## config.mk

```make
export PLATFORM = sky130hd
export DESIGN_NAME = binary_gcd_signed_unit
export DESIGN_NICKNAME = d
export VERILOG_FILES = /design/src/rtl/core/bgcd_pkg.sv /design/src/rtl/core/bgcd_dp.sv /design/src/rtl/core/bgcd_ctrl.sv /design/src/rtl/core/binary_gcd_signed_unit.sv
export SDC_FILE = /design/constraint.sdc
export NUM_CORES = 1
export LEC_CHECK = 0
export BUFFER_PORTS_ARGS = -buffer_cell sky130_fd_sc_hd__buf_4
export CORE_MARGIN = 10
export CORE_UTILIZATION = 50
export DETAILED_ROUTE_END_ITERATION = 12
export GPL_TIMING_DRIVEN = 0
export PLACE_DENSITY_LB_ADDON = 0.3
export SLEW_MARGIN = 25
export SYNTH_ARGS = -nofsm -noshare
export SYNTH_HDL_FRONTEND = slang
export SYNTH_HIERARCHICAL = 1
export SYNTH_SLANG_ARGS = --single-unit
export TNS_END_PERCENT = 10
```

## constraint.sdc

```tcl
create_clock -name clk -period 4.7 [get_ports clk]
set_input_delay 1.41 -clock clk [delete_from_list [all_inputs] [get_ports clk]]
set_output_delay 1.41 -clock clk [all_outputs]
set_load 0.05 [all_outputs]
```

## src/rtl/core/bgcd_pkg.sv

```systemverilog
// ----------------------------------------------------------------------------
// bgcd_pkg
// shared types and constants for the signed binary gcd unit
// ----------------------------------------------------------------------------
package bgcd_pkg;

    localparam int DATA_WIDTH_DEFAULT = 32;

    typedef enum logic [0:0] {
        ST_IDLE,
        ST_RUN
    } bgcd_state_t;

    // controller to datapath
    typedef struct packed {
        logic load;
        logic step;
        logic capture;
    } bgcd_cmd_t;

    // datapath to controller
    typedef struct packed {
        logic done;
    } bgcd_status_t;

endpackage

```

## src/rtl/core/bgcd_dp.sv

```systemverilog
// ----------------------------------------------------------------------------
// bgcd_dp
// operand registers, one binary gcd step per cycle, result register
// ----------------------------------------------------------------------------
module bgcd_dp #(
    parameter int DATA_WIDTH = bgcd_pkg::DATA_WIDTH_DEFAULT
) (
    input  logic                    clk,
    input  logic                    rst_n,
    input  bgcd_pkg::bgcd_cmd_t     cmd,
    output bgcd_pkg::bgcd_status_t  status,
    input  logic [DATA_WIDTH-1:0]   first_operand,
    input  logic [DATA_WIDTH-1:0]   second_operand,
    output logic [DATA_WIDTH-1:0]   divisor
);
    import bgcd_pkg::*;

    localparam int SHIFT_WIDTH = $clog2(DATA_WIDTH);

    logic [DATA_WIDTH-1:0]  a_reg, a_next;
    logic [DATA_WIDTH-1:0]  b_reg, b_next;
    logic [SHIFT_WIDTH-1:0] k_reg, k_next;
    logic [DATA_WIDTH-1:0]  divisor_reg, divisor_next;
    logic [DATA_WIDTH-1:0]  mag_a;
    logic [DATA_WIDTH-1:0]  mag_b;
    logic                   a_ge_b;
    logic [DATA_WIDTH-1:0]  base;

    // magnitudes; the most negative value maps onto its unsigned magnitude
    assign mag_a = first_operand[DATA_WIDTH-1]  ? (~first_operand + 1'b1)  : first_operand;
    assign mag_b = second_operand[DATA_WIDTH-1] ? (~second_operand + 1'b1) : second_operand;

    assign a_ge_b      = (a_reg >= b_reg);
    assign status.done = (a_reg == '0) || (b_reg == '0) || (a_reg == b_reg);
    assign base        = (a_reg == '0) ? b_reg : a_reg;

    always_comb
    begin
        a_next       = a_reg;
        b_next       = b_reg;
        k_next       = k_reg;
        divisor_next = divisor_reg;
        if (cmd.load)
        begin
            a_next = mag_a;
            b_next = mag_b;
            k_next = '0;
        end
        else if (cmd.step)
        begin
            if (!a_reg[0] && !b_reg[0])
            begin
                a_next = a_reg >> 1;
                b_next = b_reg >> 1;
                k_next = k_reg + SHIFT_WIDTH'(1);
            end
            else if (!a_reg[0])
            begin
                a_next = a_reg >> 1;
            end
            else if (!b_reg[0])
            begin
                b_next = b_reg >> 1;
            end
            else if (a_ge_b)
            begin
                a_next = a_reg - b_reg;
            end
            else
            begin
                b_next = b_reg - a_reg;
            end
        end
        if (cmd.capture)
        begin
            divisor_next = base << k_reg;
        end
    end

    always_ff @(posedge clk or negedge rst_n)
    begin
        if (!rst_n)
        begin
            a_reg       <= '0;
            b_reg       <= '0;
            k_reg       <= '0;
            divisor_reg <= '0;
        end
        else
        begin
            a_reg       <= a_next;
            b_reg       <= b_next;
            k_reg       <= k_next;
            divisor_reg <= divisor_next;
        end
    end

    assign divisor = divisor_reg;

endmodule

```

## src/rtl/core/bgcd_ctrl.sv

```systemverilog
// ----------------------------------------------------------------------------
// bgcd_ctrl
// handshake and sequencing for the binary gcd datapath
// ----------------------------------------------------------------------------
module bgcd_ctrl (
    input  logic                    clk,
    input  logic                    rst_n,
    input  logic                    in_valid,
    output logic                    in_ready,
    output logic                    out_valid,
    input  logic                    out_ready,
    output bgcd_pkg::bgcd_cmd_t     cmd,
    input  bgcd_pkg::bgcd_status_t  status
);
    import bgcd_pkg::*;

    bgcd_state_t state_reg, state_next;
    logic        out_valid_reg, out_valid_next;
    logic        slot_free;

    assign slot_free = !out_valid_reg || out_ready;

    always_ff @(posedge clk or negedge rst_n)
    begin
        if (!rst_n)
        begin
            state_reg     <= ST_IDLE;
            out_valid_reg <= 1'b0;
        end
        else
        begin
            state_reg     <= state_next;
            out_valid_reg <= out_valid_next;
        end
    end

    always_comb
    begin
        state_next  = state_reg;
        cmd.load    = 1'b0;
        cmd.step    = 1'b0;
        cmd.capture = 1'b0;
        in_ready    = 1'b0;
        out_valid_next = out_valid_reg && !out_ready;
        unique case (state_reg)
            ST_IDLE:
            begin
                in_ready = 1'b1;
                if (in_valid)
                begin
                    cmd.load   = 1'b1;
                    state_next = ST_RUN;
                end
            end
            ST_RUN:
            begin
                if (!status.done)
                begin
                    cmd.step = 1'b1;
                end
                else if (slot_free)
                begin
                    cmd.capture    = 1'b1;
                    out_valid_next = 1'b1;
                    state_next     = ST_IDLE;
                end
            end
            default:
            begin
                state_next = ST_IDLE;
            end
        endcase
    end

    assign out_valid = out_valid_reg;

endmodule

```

## src/rtl/core/binary_gcd_signed_unit.sv

```systemverilog
// ----------------------------------------------------------------------------
// binary_gcd_signed_unit
// greatest common divisor of the magnitudes of two signed operands
//
// input channel in_valid/in_ready carries first_operand and second_operand;
// output channel out_valid/out_ready carries divisor, one per input transfer.
// one operand pair is worked on at a time. after the input transfer the
// datapath does one binary gcd step per cycle: halve an even operand, halve
// both while both are even, or subtract the smaller odd one from the larger.
// the loop ends when an operand is zero or both are equal, then the result
// register loads once the output register is free. the number of steps is
// set by the subtract-and-shift loop: every subtract is followed by a halve
// and the halves are bounded by the operand bits. the next pair can transfer
// the cycle after the result loads, so a new pair is taken only after the
// previous one has finished.
// in_ready is high only while no pair is being worked on; the output register
// lets a new pair start while the previous result still waits. if the
// receiver stalls, a finished pair holds in the datapath until the output
// register frees. reset clears the controller, the datapath registers and
// the output valid flag.
// ----------------------------------------------------------------------------
module binary_gcd_signed_unit #(
    parameter int DATA_WIDTH = bgcd_pkg::DATA_WIDTH_DEFAULT
) (
    input  logic                   clk,
    input  logic                   rst_n,
    input  logic                   in_valid,
    output logic                   in_ready,
    input  logic [DATA_WIDTH-1:0]  first_operand,
    input  logic [DATA_WIDTH-1:0]  second_operand,
    output logic                   out_valid,
    input  logic                   out_ready,
    output logic [DATA_WIDTH-1:0]  divisor
);
    import bgcd_pkg::*;

    bgcd_cmd_t    cmd;
    bgcd_status_t status;

    bgcd_ctrl u_ctrl (
        .clk       (clk),
        .rst_n     (rst_n),
        .in_valid  (in_valid),
        .in_ready  (in_ready),
        .out_valid (out_valid),
        .out_ready (out_ready),
        .cmd       (cmd),
        .status    (status)
    );

    bgcd_dp #(
        .DATA_WIDTH (DATA_WIDTH)
    ) u_dp (
        .clk            (clk),
        .rst_n          (rst_n),
        .cmd            (cmd),
        .status         (status),
        .first_operand  (first_operand),
        .second_operand (second_operand),
        .divisor        (divisor)
    );

endmodule
```

==> impl_metrics.prom, run 1 <==
# TYPE chip_impl_metric gauge
chip_impl_metric{name="synth-seq-cells",unit=""} 103
chip_impl_metric{name="worst_skew_pair.late_latency",unit="ps"} 370
chip_impl_metric{name="irDropWorstVdd",unit="V"} 0.000326
chip_impl_metric{name="critical_path.max_stage_delay",unit="ps"} 420
chip_impl_metric{name="synth_enable_flop_cells",unit=""} 0
chip_impl_info{name="crit_path_top_delay_cell",value="sky130_fd_sc_hd__fa_1"} 1
chip_impl_info{name="crit-reg2reg-launch",value="u_dp/a_reg[0]$_DFFE_PN0P_"} 1
chip_impl_metric{name="r2r_slack",unit="ps"} 230
chip_impl_metric{name="synth_top_cell_area_share",unit="%"} 23.2
chip_impl_metric{name="synth_cell_types",unit=""} 71
chip_impl_metric{name="clock_sink_count",unit=""} 103
chip_impl_metric{name="synth.net_count",unit=""} 1571
chip_impl_metric{name="tightestPinTransition",unit="ps"} 884
chip_impl_info{name="post_synth_most_frequent_cells",value="sky130_fd_sc_hd__a21oi_1 (130), sky130_fd_sc_hd__nor2_1 (116), sky130_fd_sc_hd__nand2_1 (105), sky130_fd_sc_hd__dfrtp_1 (103), sky130_fd_sc_hd__clkbuf_1 (97)"} 1
chip_impl_metric{name="vias_per_cell",unit=""} 6.57
chip_impl_info{name="critPathCaptureType",value="flop"} 1
chip_impl_metric{name="cts_setup_buffers",unit=""} 0
chip_impl_metric{name="arrival",unit="ps"} 4750
chip_impl_metric{name="std_cell_rows",unit=""} 54
chip_impl_metric{name="tritoncts.num_buffers",unit=""} 9
chip_impl_info{name="tritoncts_clock_tree",value="built"} 1
chip_impl_info{name="hold_path.class",value="reg2reg"} 1
chip_impl_info{name="regToRegEndpoint",value="u_dp/b_reg[31]$_DFFE_PN0P_"} 1
chip_impl_metric{name="finalPower",unit="mW"} 11.4
chip_impl_metric{name="timing.critical_path.fanout_max",unit=""} 10
chip_impl_metric{name="netlist_instances",unit=""} 1433
chip_impl_metric{name="fp.dieArea",unit="µm²"} 28600
chip_impl_metric{name="hold-worst-slack",unit="ps"} 492
chip_impl_metric{name="path_clk_slew",unit="ps"} 80
chip_impl_info{name="synth_top_cell_by_area",value="sky130_fd_sc_hd__dfrtp_1"} 1
chip_impl_metric{name="seqCellArea",unit="µm²"} 2580
chip_impl_metric{name="core_area",unit="µm²"} 21900
chip_impl_metric{name="power.leakage",unit="nW"} 5.43
chip_impl_info{name="worstSetupStartpointType",value="flop"} 1
chip_impl_metric{name="final_util",unit="%"} 57.3
chip_impl_metric{name="nets",unit=""} 1683
chip_impl_metric{name="first_global_vias",unit=""} 11500
chip_impl_metric{name="layout_min_cycle_time",unit="ps"} 4470
chip_impl_metric{name="max_buffers_root_to_sink",unit=""} 2
chip_impl_metric{name="worst_reg2reg_path_length_in_cells",unit=""} 16
chip_impl_metric{name="cts.htree.levels",unit=""} 3
chip_impl_metric{name="detailedRoute.firstPassIterationCount",unit=""} 8
chip_impl_metric{name="antenna_found_initial",unit=""} 0
chip_impl_metric{name="stdcell_area",unit="µm²"} 12500
chip_impl_metric{name="power_density",unit="nW/µm²"} 907
chip_impl_metric{name="timing.final.crit_share",unit="%"} 95.0
chip_impl_metric{name="synth_area",unit="µm²"} 11100
chip_impl_metric{name="final-max-slew-violation-count",unit=""} 0
chip_impl_metric{name="number_of_antenna_repair_diodes",unit=""} 0
chip_impl_metric{name="post-dp-hpwl",unit="µm"} 35200
chip_impl_metric{name="globalplace.congestion",unit=""} 1.01
chip_impl_metric{name="route.detailed.wl_per_inst",unit="µm"} 24.2
chip_impl_metric{name="timing.clock.skew",unit="ps"} 15.1
chip_impl_info{name="timing.critical_path.cells",value="clkbuf_1 -> inv_1 -> ha_1 -> inv_1 -> fa_1 -> a211oi_1 -> o21a_1 -> o21ai_1 -> a211oi_2 -> o31a_1 -> clkbuf_2 -> nand2_1 -> nor2_1 -> buf_2 -> nand2_1 -> o21ai_0"} 1
chip_impl_info{name="synth_top_cells_by_area",value="sky130_fd_sc_hd__dfrtp_1 (23%), sky130_fd_sc_hd__ha_1 (7.6%), sky130_fd_sc_hd__a21oi_1 (5.8%), sky130_fd_sc_hd__xnor2_1 (5.6%), sky130_fd_sc_hd__o21ai_0 (4.0%)"} 1
chip_impl_info{name="yosysMostFrequentCell",value="sky130_fd_sc_hd__a21oi_1"} 1
chip_impl_metric{name="post_route_cells_drive_above_1_share",unit="%"} 10.8
chip_impl_metric{name="drc",unit=""} 0
chip_impl_metric{name="synth.yosys.seq_area_share",unit="%"} 23.2
chip_impl_info{name="synthFlopType",value="sky130_fd_sc_hd__dfrtp_1"} 1
chip_impl_metric{name="boundaryPins",unit=""} 102
chip_impl_metric{name="port_buffers",unit=""} 101
chip_impl_metric{name="fmax",unit="GHz"} 0.224
chip_impl_metric{name="dieWidth",unit="µm"} 169
chip_impl_metric{name="route.final.wire_length",unit="µm"} 44200
chip_impl_metric{name="ys_async_sr_fraction",unit="%"} 100
chip_impl_info{name="critPathKind",value="reg2reg"} 1
chip_impl_metric{name="slew_headroom",unit="%"} 41.1
chip_impl_metric{name="globalRouteTotalUtil",unit="%"} 29.5
chip_impl_metric{name="fp.dieH",unit="µm"} 169
chip_impl_info{name="rsz0062_at_grt",value="false"} 1
chip_impl_metric{name="finalSetupViolations",unit=""} 0
chip_impl_metric{name="antenna_violating_nets_post_route",unit=""} 0
chip_impl_info{name="status",value="completed"} 1
chip_impl_metric{name="detailroute.via_count",unit=""} 12000
chip_impl_metric{name="synth_area_per_cell",unit="µm²"} 7.77
chip_impl_metric{name="hold_violations",unit=""} 0
chip_impl_metric{name="post_cts_hold_buffer_count",unit=""} 0
chip_impl_metric{name="grt_first_pass_wirelength",unit="µm"} 66800
chip_impl_metric{name="final.fill_count",unit=""} 2151
chip_impl_metric{name="multi_input_area",unit="µm²"} 7820
chip_impl_metric{name="globalRouteOverflowTotal",unit=""} 0
chip_impl_metric{name="drv_cap",unit=""} 0
chip_impl_metric{name="worst_hold_path_cells",unit=""} 1
chip_impl_metric{name="floorplan.initialDensity",unit="%"} 50.8
chip_impl_metric{name="place.detailed.instances",unit=""} 1814
chip_impl_metric{name="area.growth.synth_to_final",unit="%"} 12.7
chip_impl_metric{name="drt_iter0_drc",unit=""} 1605
chip_impl_metric{name="cp_data_required_time",unit="ps"} 4980
chip_impl_metric{name="synth.yosys.warnings",unit=""} 6
chip_impl_metric{name="grt_max_degree",unit=""} 104
chip_impl_info{name="hold_path_startpoint",value="u_dp/divisor[31]$_DFFE_PN0P_"} 1
chip_impl_metric{name="placed_area",unit="µm²"} 12200
chip_impl_metric{name="finalNonFillerCells",unit=""} 1829
chip_impl_info{name="clk_root_buffer_cell",value="sky130_fd_sc_hd__clkbuf_16"} 1
chip_impl_info{name="hold_path_end",value="u_dp/divisor[31]$_DFFE_PN0P_"} 1
==> critical path, delay by kind of cell, from the launching register on <==
kind	cells	cell delay, ps
DFF	1	400
and+or+nand+nor	3	750
adders and majority gates	2	630
buffers and inverters	5	1150
AOI/OAI and AO/OA	6	1430
==> worst max-delay path by stage <==
| stage | end | from | slack, ps |
|---|---|---|---|
| after floorplan | u_dp/a_reg[29]$_DFFE_PN0P_ | first_operand[4] | 450 |
| after global placement | u_dp/b_reg[28]$_DFFE_PN0P_ | u_dp/a_reg[0]$_DFFE_PN0P_ | -120 |
| after detailed placement | u_dp/b_reg[31]$_DFFE_PN0P_ | u_dp/a_reg[0]$_DFFE_PN0P_ | -130 |
| after CTS | u_dp/a_reg[6]$_DFFE_PN0P_ | u_dp/a_reg[27]$_DFFE_PN0P_ | 170 |
| after global routing | u_dp/b_reg[31]$_DFFE_PN0P_ | u_dp/a_reg[0]$_DFFE_PN0P_ | 10 |
| final | u_dp/b_reg[31]$_DFFE_PN0P_ | u_dp/a_reg[0]$_DFFE_PN0P_ | 230 |
==> placed cells by master (no fill, tap or decap), drive strengths merged, types with 25 or more instances in the layout <==
cell,netlist,final
a21o,39,39
nand2,105,105
xor2,46,46
a21oi,130,130
buf,12,109
a221oi,31,31
nor2,116,116
inv,86,88
ha,68,68
nand3,26,26
nor3,30,30
dfrtp,103,103
xnor2,71,71
clkbuf,97,110
o21ai,90,90
a31oi,25,25
mux2i,30,30
==> cell families after synthesis <==
| kind of cell | count (synthesis) | synth area share [%] |
|---|---|---|
| flip-flops | 103 | 23.2 |
| adder cells (fa/ha/maj) | 70 | 8.00 |
| multiplexers | 49 | 5.33 |
| buffers and inverters | 195 | 6.60 |
| XOR/XNOR | 117 | 9.21 |
| AO/OA/AOI/OAI | 493 | 29.8 |
| AND/OR/NAND/NOR | 406 | 17.9 |
==> where the power goes <==
part | switching (mW) | internal [mW] | leakage, nW | total (mW)
clock network | 0.405 | 0.369 | 0.136 | 0.774
registers | 0.705 | 1.21 | 1.24 | 1.91
logic | 5.44 | 3.26 | 4.05 | 8.69
total | 6.55 | 4.83 | 5.43 | 11.4
==> cell type report <==
cell class	instances	area share [%]
timing repair buffer	101	6.09
inverter	86	2.57
sequential	103	20.5
tap	280	2.79
buffer	109	3.38
clock inverter	6	0.449
clock buffer	9	1.80
multi-input combinational	1135	62.4
==> metal layers <==
metal,vias up,GRT usage (%),wire (µm)
met5,-,0,0
met4,0,16.2,2490
met3,158,3.64,3540
met2,678,46.7,19700
met1,5670,38.4,18400
li1,5504,-,-
==> per-stage QoR <==
| step | setup TNS [ps] | setup slack (ps) |
|---|---|---|
| final | 0 | 233 |
| after global routing | 0 | 10.2 |
| after CTS | 0 | 168 |
| after detailed placement | -801 | -128 |
| after global placement | -1030 | -120 |
| after floorplan | 0 | 451 |
==> what timing repair did <==
item | 4_1_cts | 5_1_grt
setup endpoints to repair | 9 | 60
resized for setup | 1 | 17
hold endpoints to repair | 0 | 0
No activity file was read; power rests on OpenSTA's default activity.
==> inputs of run 2 (changes only) <==
--- a/config.mk
+++ b/config.mk
@@ -14,6 +14,5 @@
 export SLEW_MARGIN = 25
 export SYNTH_ARGS = -nofsm -noshare
 export SYNTH_HDL_FRONTEND = slang
-export SYNTH_HIERARCHICAL = 1
 export SYNTH_SLANG_ARGS = --single-unit
 export TNS_END_PERCENT = 10
==> impl_metrics.prom, run 2 <==
# TYPE chip_impl_metric gauge
chip_impl_metric{name="drc",unit=""} 0
chip_impl_info{name="hold_path.class",value="reg2reg"} 1
chip_impl_metric{name="timing.critical_path.fanout_max",unit=""} 10
chip_impl_metric{name="hold_violations",unit=""} 0
chip_impl_metric{name="final.setup.tns",unit="ps"} 0
chip_impl_info{name="commonest_non_fill_non_tap_cell_in_the_layout",value="sky130_fd_sc_hd__nand2_1"} 1
chip_impl_metric{name="std_cell_rows",unit=""} 55
chip_impl_info{name="path_delay_family",value="compound AO/OA/AOI/OAI gates"} 1
chip_impl_metric{name="layout_min_cycle_time",unit="ps"} 4370
chip_impl_metric{name="post_cts_hold_buffer_count",unit=""} 0
chip_impl_metric{name="area.growth.synth_to_final",unit="%"} 12.2
chip_impl_info{name="crit_path_top_delay_cell",value="sky130_fd_sc_hd__nor4_2"} 1
chip_impl_metric{name="drt_iter0_drc",unit=""} 1971
chip_impl_info{name="worstSetupStartpointType",value="flop"} 1
chip_impl_metric{name="cts_setup_buffers",unit=""} 0
chip_impl_metric{name="grt_max_degree",unit=""} 104
chip_impl_metric{name="synth.yosys.warnings",unit=""} 0
chip_impl_metric{name="post-dp-hpwl",unit="µm"} 41800
chip_impl_metric{name="ys_async_sr_fraction",unit="%"} 100
chip_impl_metric{name="cp_num_buf_inv",unit=""} 3
chip_impl_metric{name="wl_met3",unit="µm"} 6130
chip_impl_metric{name="met1_length",unit="µm"} 21000
chip_impl_info{name="timing.critical_path.cells",value="inv_1 -> ha_1 -> clkbuf_1 -> nand4_1 -> nor4_2 -> a211oi_1 -> o21ai_0 -> a221oi_1 -> a211oi_2 -> and2_1 -> buf_2 -> a222oi_1 -> mux2_2"} 1
chip_impl_info{name="post_synth_most_frequent_cells",value="sky130_fd_sc_hd__nand2_1 (142), sky130_fd_sc_hd__o21ai_0 (127), sky130_fd_sc_hd__dfrtp_1 (103), sky130_fd_sc_hd__nor2_1 (102), sky130_fd_sc_hd__a21oi_1 (98)"} 1
chip_impl_metric{name="cp_data_required_time",unit="ps"} 4950
chip_impl_metric{name="final-max-slew-violation-count",unit=""} 0
chip_impl_metric{name="finalNonFillerCells",unit=""} 1905
chip_impl_metric{name="synth.yosys.seq_area_share",unit="%"} 22.2
chip_impl_metric{name="irDropWorstVdd",unit="V"} 0.000523
chip_impl_metric{name="finalSetupViolations",unit=""} 0
chip_impl_metric{name="port_buffers",unit=""} 101
chip_impl_metric{name="synth_area",unit="µm²"} 11600
chip_impl_metric{name="synth.net_count",unit=""} 1640
chip_impl_metric{name="synth_top_cell_area_share",unit="%"} 22.2
chip_impl_metric{name="globalRouteTotalUtil",unit="%"} 34.7
chip_impl_metric{name="clock_sink_count",unit=""} 103
chip_impl_metric{name="netlist_instances",unit=""} 1502
chip_impl_metric{name="boundaryPins",unit=""} 102
chip_impl_metric{name="cts.htree.levels",unit=""} 3
chip_impl_metric{name="timing.final.crit_share",unit="%"} 93.0
chip_impl_metric{name="drv_cap",unit=""} 0
chip_impl_metric{name="worst_skew_pair.late_latency",unit="ps"} 380
chip_impl_metric{name="power.leakage",unit="nW"} 5.32
chip_impl_info{name="mostFrequentLayoutCells",value="sky130_fd_sc_hd__nand2_1 (142), sky130_fd_sc_hd__o21ai_0 (127), sky130_fd_sc_hd__dfrtp_1 (103), sky130_fd_sc_hd__nor2_1 (102), sky130_fd_sc_hd__buf_4 (102)"} 1
chip_impl_info{name="critPathCaptureType",value="flop"} 1
chip_impl_metric{name="antenna_found_initial",unit=""} 2
chip_impl_metric{name="globalRouteOverflowTotal",unit=""} 0
chip_impl_metric{name="tritoncts.num_buffers",unit=""} 9
chip_impl_metric{name="synth_enable_flop_cells",unit=""} 0
chip_impl_metric{name="detailroute.via_count",unit=""} 13300
chip_impl_metric{name="nets",unit=""} 1752
chip_impl_metric{name="synth-seq-cells",unit=""} 103
chip_impl_metric{name="fp.dieArea",unit="µm²"} 29700
chip_impl_info{name="synthFlopType",value="sky130_fd_sc_hd__dfrtp_1"} 1
chip_impl_metric{name="globalplace.congestion",unit=""} 1.01
chip_impl_metric{name="synth_cell_types",unit=""} 85
chip_impl_metric{name="hold-worst-slack",unit="ps"} 484
chip_impl_metric{name="power_density",unit="nW/µm²"} 846
chip_impl_metric{name="fmax",unit="GHz"} 0.229
chip_impl_metric{name="postCtsResizedCells",unit=""} 0
chip_impl_metric{name="fp.dieH",unit="µm"} 172
chip_impl_info{name="tritoncts_clock_tree",value="built"} 1
chip_impl_metric{name="route.final.wire_length",unit="µm"} 52300
chip_impl_metric{name="dieWidth",unit="µm"} 172
chip_impl_metric{name="first_global_vias",unit=""} 12500
chip_impl_metric{name="post_route_cells_drive_above_1_share",unit="%"} 12.4
chip_impl_metric{name="detailedRoute.firstPassIterationCount",unit=""} 6
chip_impl_metric{name="floorplan.initialDensity",unit="%"} 51.1
chip_impl_metric{name="place.detailed.instances",unit=""} 1888
chip_impl_info{name="status",value="completed"} 1
chip_impl_metric{name="max_buffers_root_to_sink",unit=""} 2
chip_impl_metric{name="timing.clock.skew",unit="ps"} 17.6
chip_impl_info{name="synth_top_cell_by_area",value="sky130_fd_sc_hd__dfrtp_1"} 1
chip_impl_metric{name="core_area",unit="µm²"} 22700
chip_impl_metric{name="grt_first_pass_wirelength",unit="µm"} 77600
chip_impl_info{name="highest_routing_layer_actually_used",value="met5"} 1
chip_impl_info{name="rsz0062_at_grt",value="false"} 1
chip_impl_metric{name="route.detailed.wl_per_inst",unit="µm"} 27.4
chip_impl_metric{name="antenna_violating_nets_post_route",unit=""} 0
chip_impl_metric{name="tightestPinTransition",unit="ps"} 1060
chip_impl_metric{name="arrival",unit="ps"} 4620
chip_impl_metric{name="critical_path.max_stage_delay",unit="ps"} 550
chip_impl_metric{name="slew_headroom",unit="%"} 29.2
chip_impl_info{name="synth_top_cells_by_area",value="sky130_fd_sc_hd__dfrtp_1 (22%), sky130_fd_sc_hd__ha_1 (7.3%), sky130_fd_sc_hd__xnor2_1 (6.3%), sky130_fd_sc_hd__o21ai_0 (5.5%), sky130_fd_sc_hd__nand2_1 (4.6%)"} 1
chip_impl_metric{name="path_clk_slew",unit="ps"} 80
chip_impl_info{name="critPathKind",value="reg2reg"} 1
chip_impl_metric{name="met2_length",unit="µm"} 22300
chip_impl_metric{name="vias_per_cell",unit=""} 6.97
chip_impl_info{name="clk_root_buffer_cell",value="sky130_fd_sc_hd__clkbuf_16"} 1
chip_impl_info{name="yosysMostFrequentCell",value="sky130_fd_sc_hd__nand2_1"} 1
chip_impl_metric{name="synth_area_per_cell",unit="µm²"} 7.72
-- run 2: cell count changes after synthesis, moves of 13 or more --
| cell | previous run | this run |
|---|---|---|
| sky130_fd_sc_hd__a21o_1 | 39 | 24 |
| sky130_fd_sc_hd__xor2_1 | 46 | 30 |
| sky130_fd_sc_hd__nand2_1 | 105 | 142 |
| sky130_fd_sc_hd__buf_2 | 2 | 26 |
| sky130_fd_sc_hd__o211ai_1 | 5 | 19 |
| sky130_fd_sc_hd__nor2_1 | 116 | 102 |
| sky130_fd_sc_hd__o22ai_1 | 15 | 32 |
| sky130_fd_sc_hd__o311ai_0 | 0 | 13 |
| sky130_fd_sc_hd__a21oi_1 | 130 | 98 |
| sky130_fd_sc_hd__a31oi_1 | 25 | 38 |
| sky130_fd_sc_hd__o21ai_0 | 88 | 127 |
| sky130_fd_sc_hd__clkbuf_1 | 97 | 70 |
-- run 2: path summary, 6_finish.rpt --
| check | slack, ps | cells past startpoint | endpoint | from |
|---|---|---|---|---|
| worst max-delay path | 330 | 13 | u_dp.a_reg[0]$_DFFE_PN0P_ | u_dp.b_reg[7]$_DFFE_PN0P_ |
| worst min-delay path | 480 | 2 | u_dp.divisor[14]$_DFFE_PN0P_ | u_dp.divisor[14]$_DFFE_PN0P_ |
| worst max register to register | 330 | 13 | u_dp.a_reg[0]$_DFFE_PN0P_ | u_dp.b_reg[7]$_DFFE_PN0P_ |
| worst min register to register | 480 | 2 | u_dp.divisor[14]$_DFFE_PN0P_ | u_dp.divisor[14]$_DFFE_PN0P_ |
| max in group asynchronous | 2900 | 1 | u_dp.a_reg[0]$_DFFE_PN0P_ | rst_n |
| min in group asynchronous | 1130 | 1 | u_dp.b_reg[26]$_DFFE_PN0P_ | rst_n |
-- run 2: logic make-up (layout without fill, tap and decap cells) --
group,Yosys count,in the layout,synth area share [%]
compound gates,548,548,31.6
buf+inv,194,311,6.79
simple gates,424,424,17.7
flops,103,103,22.2
fa+ha+maj,70,70,7.68
mux,50,50,5.43
xor+xnor,113,113,8.54
other cells,0,1,0
-- run 2: area by class of cell --
| type | instances | area, µm² |
|---|---|---|
| multi-input combinational | 1205 | 8240 |
| buffer | 106 | 457 |
| inverter | 88 | 330 |
| sequential | 103 | 2580 |
| antenna | 1 | 2.50 |
| tap | 285 | 357 |
| timing repair buffer | 101 | 764 |
| clock inverter | 6 | 52.6 |
| fill | 2242 | 9700 |
| clock buffer | 10 | 229 |
-- run 2: where the power goes --
| part | switching (mW) | internal (mW) |
|---|---|---|
| clock | 0.416 | 0.370 |
| sequential | 0.565 | 1.16 |
| combinational | 5.53 | 2.96 |
| total | 6.51 | 4.49 |
-- run 2: worst reg2reg max path, delay by kind of cell, from the launching register on --
| family | cells | cell delay [ps] |
|---|---|---|
| flip-flops | 1 | 510 |
| AND/OR/NAND/NOR | 3 | 1070 |
| AO/OA/AOI/OAI | 5 | 1290 |
| buffers and inverters | 3 | 740 |
| adder cells (fa/ha/maj) | 1 | 300 |
| multiplexers | 1 | 340 |
-- run 2: through the flow --
step	total power, mW	cell area (µm²)	utilization (%)	setup slack (ps)
CTS	10.6	13000	57.2	340
global route	11.7	13000	57.3	217
finish	11.0	13000	57.3	329
detailed placement	9.83	12700	56.0	362
global placement	9.79	12700	56.0	410
floorplan	7.22	11600	-	1030
-- run 2: metal layers --
| layer | GRT usage [%] | vias to the layer above |
|---|---|---|
| met3 | 7.62 | 169 |
| li1 | - | 5822 |
| met1 | 46.5 | 6359 |
| met2 | 51.4 | 922 |
| met5 | 0 | - |
| met4 | 17.4 | 2 |
==> inputs of run 3 (changes only) <==
--- a/config.mk
+++ b/config.mk
@@ -6,11 +6,14 @@
 export NUM_CORES = 1
 export LEC_CHECK = 0
 export BUFFER_PORTS_ARGS = -buffer_cell sky130_fd_sc_hd__buf_4
+export CORE_ASPECT_RATIO = 1.4
 export CORE_MARGIN = 10
 export CORE_UTILIZATION = 50
 export DETAILED_ROUTE_END_ITERATION = 12
 export GPL_TIMING_DRIVEN = 0
+export MAX_ROUTING_LAYER = met4
 export PLACE_DENSITY_LB_ADDON = 0.3
+export SETUP_SLACK_MARGIN = 0.02
 export SLEW_MARGIN = 25
 export SYNTH_ARGS = -nofsm -noshare
 export SYNTH_HDL_FRONTEND = slang
==> impl_metrics.prom, run 3 (synthesis gave the netlist of run 2 again) <==
# TYPE chip_impl_metric gauge
chip_impl_metric{name="drv_cap",unit=""} 0
chip_impl_info{name="tritoncts_clock_tree",value="built"} 1
chip_impl_metric{name="power.leakage",unit="nW"} 5.34
chip_impl_info{name="crit-reg2reg-launch",value="u_dp.b_reg[8]$_DFFE_PN0P_"} 1
chip_impl_metric{name="route.detailed.wl_per_inst",unit="µm"} 26.8
chip_impl_info{name="hold_path_end",value="u_dp.divisor[14]$_DFFE_PN0P_"} 1
chip_impl_metric{name="tightestPinTransition",unit="ps"} 977
chip_impl_metric{name="slew_headroom",unit="%"} 34.9
chip_impl_metric{name="fp.dieArea",unit="µm²"} 29800
chip_impl_metric{name="cts.htree.levels",unit=""} 3
chip_impl_metric{name="power.sequential.fraction",unit="%"} 15.3
chip_impl_metric{name="route.final.wire_length",unit="µm"} 51500
chip_impl_metric{name="boundaryPins",unit=""} 102
chip_impl_metric{name="nets",unit=""} 1752
chip_impl_metric{name="timing.critical_path.fanout_max",unit=""} 9
chip_impl_info{name="mostFrequentLayoutCells",value="sky130_fd_sc_hd__nand2_1 (142), sky130_fd_sc_hd__o21ai_0 (127), sky130_fd_sc_hd__dfrtp_1 (103), sky130_fd_sc_hd__nor2_1 (102), sky130_fd_sc_hd__buf_4 (102)"} 1
chip_impl_metric{name="timing.final.crit_share",unit="%"} 93.5
chip_impl_metric{name="post-dp-hpwl",unit="µm"} 42100
chip_impl_metric{name="irDropWorstVdd",unit="V"} 0.000454
chip_impl_metric{name="clock_power_share",unit="%"} 7.4
chip_impl_metric{name="finalNonFillerCells",unit=""} 1922
chip_impl_metric{name="drc",unit=""} 0
chip_impl_metric{name="detailedRoute.firstPassIterationCount",unit=""} 8
chip_impl_metric{name="hold_violations",unit=""} 0
chip_impl_metric{name="dieWidth",unit="µm"} 149
chip_impl_metric{name="power.net_switching",unit="mW"} 6.45
chip_impl_metric{name="tritoncts.num_buffers",unit=""} 9
chip_impl_metric{name="path_clk_slew",unit="ps"} 80
chip_impl_metric{name="detailroute.via_count",unit=""} 13000
chip_impl_metric{name="clock_sink_count",unit=""} 103
chip_impl_info{name="hold_path.class",value="reg2reg"} 1
chip_impl_metric{name="globalRouteTotalUtil",unit="%"} 34.5
chip_impl_metric{name="stdcell_area",unit="µm²"} 13000
chip_impl_metric{name="worst_hold_path_cells",unit=""} 2
chip_impl_metric{name="postCtsResizedCells",unit=""} 0
chip_impl_metric{name="floorplan.initialDensity",unit="%"} 51.1
chip_impl_metric{name="globalRouteOverflowTotal",unit=""} 0
chip_impl_metric{name="post_cts_hold_buffer_count",unit=""} 0
chip_impl_metric{name="vias_per_cell",unit=""} 6.74
chip_impl_metric{name="r2r_slack",unit="ps"} 310
chip_impl_metric{name="antenna_violating_nets_post_route",unit=""} 0
chip_impl_metric{name="core_area",unit="µm²"} 22700
chip_impl_metric{name="final-max-slew-violation-count",unit=""} 0
chip_impl_info{name="worstSetupStartpointType",value="flop"} 1
chip_impl_metric{name="area.growth.synth_to_final",unit="%"} 12.5
chip_impl_info{name="critPathCaptureType",value="flop"} 1
chip_impl_metric{name="grt_max_degree",unit=""} 104
chip_impl_metric{name="layout_min_cycle_time",unit="ps"} 4390
chip_impl_metric{name="place.detailed.instances",unit=""} 1904
chip_impl_metric{name="fmax",unit="GHz"} 0.228
chip_impl_metric{name="grt_first_pass_wirelength",unit="µm"} 76800
chip_impl_metric{name="post_route_cells_drive_above_1_share",unit="%"} 12.4
chip_impl_metric{name="cellInternalPower",unit="mW"} 4.55
chip_impl_metric{name="arrival",unit="ps"} 4630
chip_impl_metric{name="swShare",unit="%"} 58.7
chip_impl_metric{name="power_density",unit="nW/µm²"} 843
chip_impl_metric{name="placed_area",unit="µm²"} 12700
chip_impl_metric{name="std_cell_rows",unit=""} 65
chip_impl_metric{name="cts_setup_buffers",unit=""} 0
chip_impl_metric{name="worst_reg2reg_path_length_in_cells",unit=""} 12
chip_impl_metric{name="drt_iter0_drc",unit=""} 1237
chip_impl_info{name="commonest_non_fill_non_tap_cell_in_the_layout",value="sky130_fd_sc_hd__nand2_1"} 1
chip_impl_info{name="clk_root_buffer_cell",value="sky130_fd_sc_hd__clkbuf_16"} 1
chip_impl_metric{name="worst_skew_pair.late_latency",unit="ps"} 380
chip_impl_metric{name="final.setup.tns",unit="ps"} 0
chip_impl_metric{name="fp.dieH",unit="µm"} 200
chip_impl_metric{name="cp_data_required_time",unit="ps"} 4930
chip_impl_info{name="rsz0062_at_grt",value="false"} 1
chip_impl_metric{name="antenna_found_initial",unit=""} 3
chip_impl_metric{name="max_buffers_root_to_sink",unit=""} 2
chip_impl_metric{name="finalSetupViolations",unit=""} 0
chip_impl_metric{name="timing.clock.skew",unit="ps"} 19.1
chip_impl_info{name="regToRegEndpoint",value="u_dp.a_reg[29]$_DFFE_PN0P_"} 1
chip_impl_metric{name="first_global_vias",unit=""} 12700
chip_impl_metric{name="final.fill_count",unit=""} 2167
chip_impl_metric{name="share_comb_of_total_power",unit="%"} 77.3
chip_impl_metric{name="port_buffers",unit=""} 101
chip_impl_info{name="status",value="completed"} 1
chip_impl_info{name="critPathKind",value="reg2reg"} 1
chip_impl_info{name="hold_path_startpoint",value="u_dp.divisor[14]$_DFFE_PN0P_"} 1
chip_impl_metric{name="globalplace.congestion",unit=""} 1.13
-- run 3: cell count changes in the layout (fill, tap and decap cells not counted), sizes merged --
cell / change
clkinv: +2
diode: +2
clkinvlp: -2
bufinv: +1
inv: -2
-- run 3: final cells by class --
cell class / count / area (µm²) / area share, %
antenna: 3 / 7.51 / 0.0575
tap: 301 / 377 / 2.89
clock inverter: 5 / 57.6 / 0.441
timing repair buffer: 101 / 764 / 5.86
multi-input combinational: 1205 / 8240 / 63.1
inverter: 88 / 330 / 2.53
buffer: 106 / 457 / 3.50
clock buffer: 10 / 239 / 1.83
sequential: 103 / 2580 / 19.8
-- run 3: through the flow --
stage	utilization, %	worst slack [ps]	power (mW)	hold slack [ps]
2_1_floorplan	-	1030	7.22	532
3_3_place_gp	56.1	352	9.85	462
3_5_place_dp	56.1	407	9.84	472
4_1_cts	57.4	391	10.7	487
5_1_grt	57.5	208	11.6	501
6_report	57.5	306	11.0	481
-- run 3: worst max path at each step --
stage	end	cells after the start	from	slack (ps)
floorplan	u_dp.a_reg[26]$_DFFE_PN0P_	10	first_operand[0]	1030
global placement	u_dp.divisor[29]$_DFFE_PN0P_	14	u_dp.b_reg[7]$_DFFE_PN0P_	350
detailed placement	u_dp.b_reg[30]$_DFFE_PN0P_	10	second_operand[4]	410
CTS	u_dp.divisor[29]$_DFFE_PN0P_	14	u_dp.b_reg[7]$_DFFE_PN0P_	390
global route	u_dp.divisor[29]$_DFFE_PN0P_	14	u_dp.b_reg[7]$_DFFE_PN0P_	210
finish	u_dp.a_reg[29]$_DFFE_PN0P_	12	u_dp.b_reg[8]$_DFFE_PN0P_	310
-- run 3: critical path, cell delays in order (launching register included) --
cell	delay [ps]
sky130_fd_sc_hd__dfrtp_1	540
sky130_fd_sc_hd__inv_1	110
sky130_fd_sc_hd__ha_1	280
sky130_fd_sc_hd__clkbuf_1	380
sky130_fd_sc_hd__nand4_1	330
sky130_fd_sc_hd__nor4_1	490
sky130_fd_sc_hd__o21ai_0	350
sky130_fd_sc_hd__o311ai_0	200
sky130_fd_sc_hd__o21ai_0	370
sky130_fd_sc_hd__o41ai_1	630
sky130_fd_sc_hd__xor2_1	140
sky130_fd_sc_hd__a221oi_1	300
sky130_fd_sc_hd__o22ai_1	120
-- run 3: routing by layer --
layer  global-route usage, %  up-vias  part of all wire [%]
met4                    25.8        0                   8.8
met2                    56.0      798                    48
li1                        -     5824                     -
met5                       -        -                     0
met1                    36.7     6072                    35
met3                    6.13      256                   8.3
-- run 3: power groups by stage --
stage | clock network, mW | logic [mW] | registers, mW
2_1_floorplan | 0 | 5.74 | 1.48
3_3_place_gp | 0 | 8.20 | 1.65
3_5_place_dp | 0 | 8.19 | 1.65
4_1_cts | 0.798 | 8.23 | 1.63
5_1_grt | 0.823 | 9.09 | 1.68
6_report | 0.810 | 8.51 | 1.68
